==> src/rtl/gbp_pkg.sv <==
`timescale 1ns / 1ps
package gbp_pkg;

    localparam int PC_W      = 32;
    localparam int CTR_W     = 2;
    localparam int CNT_W     = 32;
    localparam int WIN_W     = 16;
    localparam int IBITS_W   = 4;
    localparam int CFG_IDX_W = 2;
    localparam int CFG_DAT_W = 16;

    localparam logic [CFG_IDX_W-1:0] CFG_INDEX_BITS  = 2'd0;
    localparam logic [CFG_IDX_W-1:0] CFG_INIT_CTR    = 2'd1;
    localparam logic [CFG_IDX_W-1:0] CFG_WINDOW_LEN  = 2'd2;

    localparam logic [IBITS_W-1:0]   RST_INDEX_BITS  = 4'd12;
    localparam logic [CTR_W-1:0]     RST_INIT_CTR    = 2'd1;
    localparam logic [WIN_W-1:0]     RST_WINDOW_LEN  = 16'd1000;

    localparam logic [CTR_W-1:0]     CTR_MAX         = 2'd3;
    localparam logic [CTR_W-1:0]     CTR_MIN         = 2'd0;

    typedef enum logic [2:0] {
        S_CLEAR  = 3'b001,
        S_IDLE   = 3'b010,
        S_LOOKUP = 3'b100
    } t_state;

    typedef struct packed {
        logic update;
        logic miss;
        logic restart;
    } t_stats_ctl;

    typedef struct packed {
        logic [CNT_W-1:0] total_misses;
        logic [CNT_W-1:0] total_branches;
        logic [WIN_W-1:0] window_misses;
        logic             window_done;
    } t_stats;

endpackage

==> src/rtl/gbp_stats.sv <==
`timescale 1ns / 1ps
module gbp_stats (
    input  logic                         i_clk,
    input  logic                         i_rst_n,
    input  gbp_pkg::t_stats_ctl          i_ctl,
    input  logic [gbp_pkg::WIN_W-1:0]    i_window_len,
    output gbp_pkg::t_stats              o_next
);

    logic [gbp_pkg::CNT_W-1:0] r_miss, n_miss;
    logic [gbp_pkg::CNT_W-1:0] r_branch, n_branch;
    logic [gbp_pkg::WIN_W-1:0] r_wmiss, n_wmiss;
    logic [gbp_pkg::WIN_W-1:0] r_pos, n_pos;
    logic [gbp_pkg::WIN_W-1:0] w_wlen;
    logic                      w_done;

    always_comb begin
        // zero window length behaves as one
        w_wlen   = (i_window_len == '0) ? gbp_pkg::WIN_W'(1) : i_window_len;
        n_branch = (r_branch == '1) ? r_branch : r_branch + 1'b1;
        n_miss   = (i_ctl.miss && r_miss != '1) ? r_miss + 1'b1 : r_miss;
        n_wmiss  = (i_ctl.miss && r_wmiss != '1) ? r_wmiss + 1'b1 : r_wmiss;
        n_pos    = (r_pos != '1) ? r_pos + 1'b1 : r_pos;
        w_done   = (n_pos >= w_wlen);

        o_next.total_misses   = n_miss;
        o_next.total_branches = n_branch;
        o_next.window_misses  = w_done ? n_wmiss : '0;
        o_next.window_done    = w_done;
    end

    always_ff @(posedge i_clk) begin
        if (!i_rst_n) begin
            r_miss   <= '0;
            r_branch <= '0;
            r_wmiss  <= '0;
            r_pos    <= '0;
        end else if (i_ctl.restart) begin
            r_wmiss  <= '0;
            r_pos    <= '0;
        end else if (i_ctl.update) begin
            r_miss   <= n_miss;
            r_branch <= n_branch;
            r_wmiss  <= w_done ? '0 : n_wmiss;
            r_pos    <= w_done ? '0 : n_pos;
        end
    end

endmodule

==> config.mk <==
export PLATFORM = sky130hd
export DESIGN_NAME = gbp_stats
export DESIGN_NICKNAME = d
export VERILOG_FILES = /design/src/rtl/gbp_pkg.sv /design/src/rtl/gbp_stats.sv
export SDC_FILE = /design/constraint.sdc
export NUM_CORES = 1
export LEC_CHECK = 0
export BUFFER_PORTS_ARGS = -buffer_cell sky130_fd_sc_hd__clkbuf_2
export CAP_MARGIN = 20
export CELL_PAD_IN_SITES_DETAIL_PLACEMENT = 1
export CELL_PAD_IN_SITES_GLOBAL_PLACEMENT = 2
export CORE_MARGIN = 10
export CORE_UTILIZATION = 36
export CTS_CLUSTER_DIAMETER = 100
export DETAILED_ROUTE_END_ITERATION = 12
export GPL_ROUTABILITY_DRIVEN = 1
export PLACE_DENSITY_LB_ADDON = 0.1
export SLEW_MARGIN = 10
export SYNTH_ARGS = -nofsm -noshare
export SYNTH_HDL_FRONTEND = slang
export SYNTH_SLANG_ARGS = --single-unit
==> constraint.sdc <==
create_clock -name i_clk -period 8.85 [get_ports i_clk]
set_clock_uncertainty 0.05 [all_clocks]
set_input_delay 1.3275 -clock i_clk [delete_from_list [all_inputs] [get_ports i_clk]]
set_output_delay 1.3275 -clock i_clk [all_outputs]
set_load 0.005 [all_outputs]
==> summary.md <==
| Metric | Value |
|---|---|
| DRC viols | `0` |
| DR vias | `about 6400` |
| Pin count of the biggest net entering global routing | `between 60 and 70` |
| R2R depth | `14` |
| Max VDD drop | `around 0.0001 V` |
| Finished Cell Area | `~7600 sq um` |
| Remaining Overflow, GRT | `0` |
| Pleak | `between 2 and 3 nW` |
| Commonest non-fill, non-tap cells in the layout | `nor2_1 (136), clkbuf_2 (101), dfxtp_1 (96)` |
| Switching Share | `25.4%` |
| Clock transition at path regs | `around 0.080 ns` |
| CP cell instances | `ha_1 > nand2_1 > or2_2 > nor4_1 > nand3b_1 > o21a_1 > ha_1 > nand4_1 > or3_1 > o2bb2ai_1 > nor3_2 > buf_4 > inv_1 > o21a_1 > clkbuf_2` |
| GPL Wtd Cong | `0.809` |
| Final period util | `between 60% and 70%` |
| # H-tree levels | `3` |
| CTS tree | `yes` |
| Diodes inserted | `0` |
| Setup Buffers After CTS | `0` |
| Ys async rst share | `0%` |
| Non-Filler Instances | `about 1200` |
| # setup viols final | `0` |
| Fmax | `roughly 180 MHz` |
| Setup CP Type | `reg -> out` |
| Horiz. Die Dim | `roughly 160 microns` |
| Fin nets | `993` |
| Clk_lat worst skew | `approximately 0.36 ns` |
| Worst hold-check path type | `reg -> reg` |
| Seq cells post-synth | `96` |
| Per-cell routed wire length | `17.3 microns` |
| Placed cell count | `between 1000 and 1500` |
| Final Hold Vio Count | `0` |
| Root Buffer | `clkbuf_16` |
| RSZ-0062 raised after global routing | `no` |
| Final WL | `20500 microns` |
| Vias in the first global route | `around 6600` |
| Crit path DAT | `4.20 ns` |
| Result of the run | `complete, no violations` |
| Initial Util | `between 30% and 40%` |
| DP HPWL | `roughly 15000 microns` |
| Seq/Total Area, Yosys | `approximately 29%` |
| Total GRT Usage | `~17%` |
| Worst-Margin Slew | `0.923 ns` |
| Fin crit period | `approximately 5.6 ns` |
| Maximum clock insertion buffer count | `2` |
| Worst setup EP type | `primary output` |
| Remaining antenna violation count | `0` |
| Placed Area | `7310 sq um` |
| Total Neg Setup Slack | `0 ns` |
| Initial antenna violation count | `0` |
| Final core utilization | `42.1%` |
| Max Slew Vio Count | `0` |
| Synth Instances | `884` |
| Post-DR vias/cell | `approximately 5.4` |
| Clock power share | `46.5%` |
| Mean Syn Cell Area | `7.59 sq um` |
| Commonest non-fill, non-tap cell in the layout | `nor2_1` |
| Startpoint Class | `register` |
| Crit path max-delay cell type | `or3_1` |
| Layout cell share with drive strength beyond 1 | `16.4%` |
| Row Count | `49` |
| Top cells by area, synth | `dfxtp_1 (29%), xnor2_1 (11%), nor2_1 (7.6%), xor2_1 (6.8%), nand2_1 (5.0%)` |
| Hold Crit Depth | `1` |
| Synth Flop Type | `dfxtp_1` |
| CTS Sinks | `between 90 and 100` |
| Register share of total power | `46.2%` |
| Syn_nets | `~930` |
| Maxcap violations | `0` |
| Synthesis-to-finish area growth | `13.9%` |
| Crit-path max FO | `28` |
| Hold bufs inserted after CTS | `0` |
| TritonCTS Buffers | `9` |
| Post-Syn Area | `about 6700 sq um` |
| Req. time, crit path | `7.47 ns` |
| Post_cts resized | `0` |
| Synth warn | `0` |
| Internal power | `approximately 0.71 mW` |
| Port bufs | `between 100 and 150` |
| Min Hold Slack | `between 0.4 and 0.5 ns` |
| Die Footprint | `between 20000 and 25000 sq um` |
| EDFF count, synth | `0` |
| Yosys top cell by area | `dfxtp_1` |
| Die Height | `around 160 microns` |
| Initial DRC count | `around 190` |
| Max-slew headroom at the worst pin | `a little under two fifths` |
| P per Cell Area | `roughly 130 nW/um^2` |
| CP max stage delay | `0.45 ns` |
| Comb power frac | `7.4%` |
| I/O Pins | `102` |
| Sw power | `0.243 mW` |
| DRT Pass-1 Iters | `4` |
| Core Box Area | `18100 sq um` |
| First-pass GRT wire length | `33700 microns` |
| Synth unique cells | `69` |
| Synth top area share | `28.7%` |
==> synthesized netlist by cell type, drive strengths merged, types with 3 or more instances <==
cell      n
a21oi    33
a22o      6
a31oi    19
and2      7
and3     12
and4      8
buf      21
clkbuf   28
dfxtp    96
ha       20
inv      33
mux2      3
nand2    90
nand2b   11
nand3    46
nand4    41
nand4b    3
nor2    137
nor3     39
nor3b     3
nor4     18
o21a      6
o21ai    20
or2      10
or3      14
xnor2    81
xor2     52
==> final cells by class <==
cell class	instances	area [sq um]
timing repair buffer	106	543
multi-input combinational	706	4430
sequential	96	1920
clock inverter	7	103
clock buffer	9	225
tap	229	287
inverter	33	124
fill	2286	10500
==> sequential cells by signal, indices dropped and copies added (netlist names) <==
name,count
r_miss,32
r_pos,16
r_branch,32
r_wmiss,16
==> power groups by stage <==
stage | Clock [mW] | Combinational [mW] | Sequential [mW]
after floorplan | 0 | 0.0474 | 0.449
after global placement | 0 | 0.0697 | 0.450
after detailed placement | 0 | 0.0722 | 0.451
after CTS | 0.457 | 0.0725 | 0.441
after global routing | 0.476 | 0.0793 | 0.442
final | 0.444 | 0.0706 | 0.441
==> logic make-up after synthesis <==
logic type / synth area share [%]
compound gates: 10.1
fa+ha+maj: 3.73
flops: 28.7
simple gates: 34.1
xor+xnor: 17.4
buf+inv: 5.21
mux: 0.802
==> final timing paths <==
path                                  start     endpoint  slack [ns]
worst min register to register  r_wmiss[15]  r_wmiss[15]        0.46
worst max register to register     r_pos[0]     r_pos[4]        4.52
worst min-delay path            r_wmiss[15]  r_wmiss[15]        0.46
worst max-delay path               r_pos[0]   o_next[10]        3.27
==> critical path, delay by kind of cell (launching register included) <==
family | cells | cell delay (ns)
simple gates | 7 | 1.68
compound gates | 3 | 0.67
fa+ha+maj | 2 | 0.58
flops | 1 | 0.42
buf+inv | 3 | 0.48
==> per-stage QoR <==
| step | setup WS (ns) | total power [mW] |
|---|---|---|
| 2_1_floorplan | 4.03 | 0.497 |
| 3_3_place_gp | 3.81 | 0.520 |
| 3_5_place_dp | 3.70 | 0.523 |
| 4_1_cts | 3.27 | 0.970 |
| 5_1_grt | 2.97 | 0.997 |
| 6_report | 3.27 | 0.955 |
==> per-layer routing <==
layer	part of all wire, %	global-route usage [%]	vias to the layer above
li1	-	-	3186
met1	46	20.1	3088
met2	49	29.4	86
met3	3.1	2.58	27
met4	1.8	5.48	0
met5	0	0	-
(Power assumes the default switching activity.)
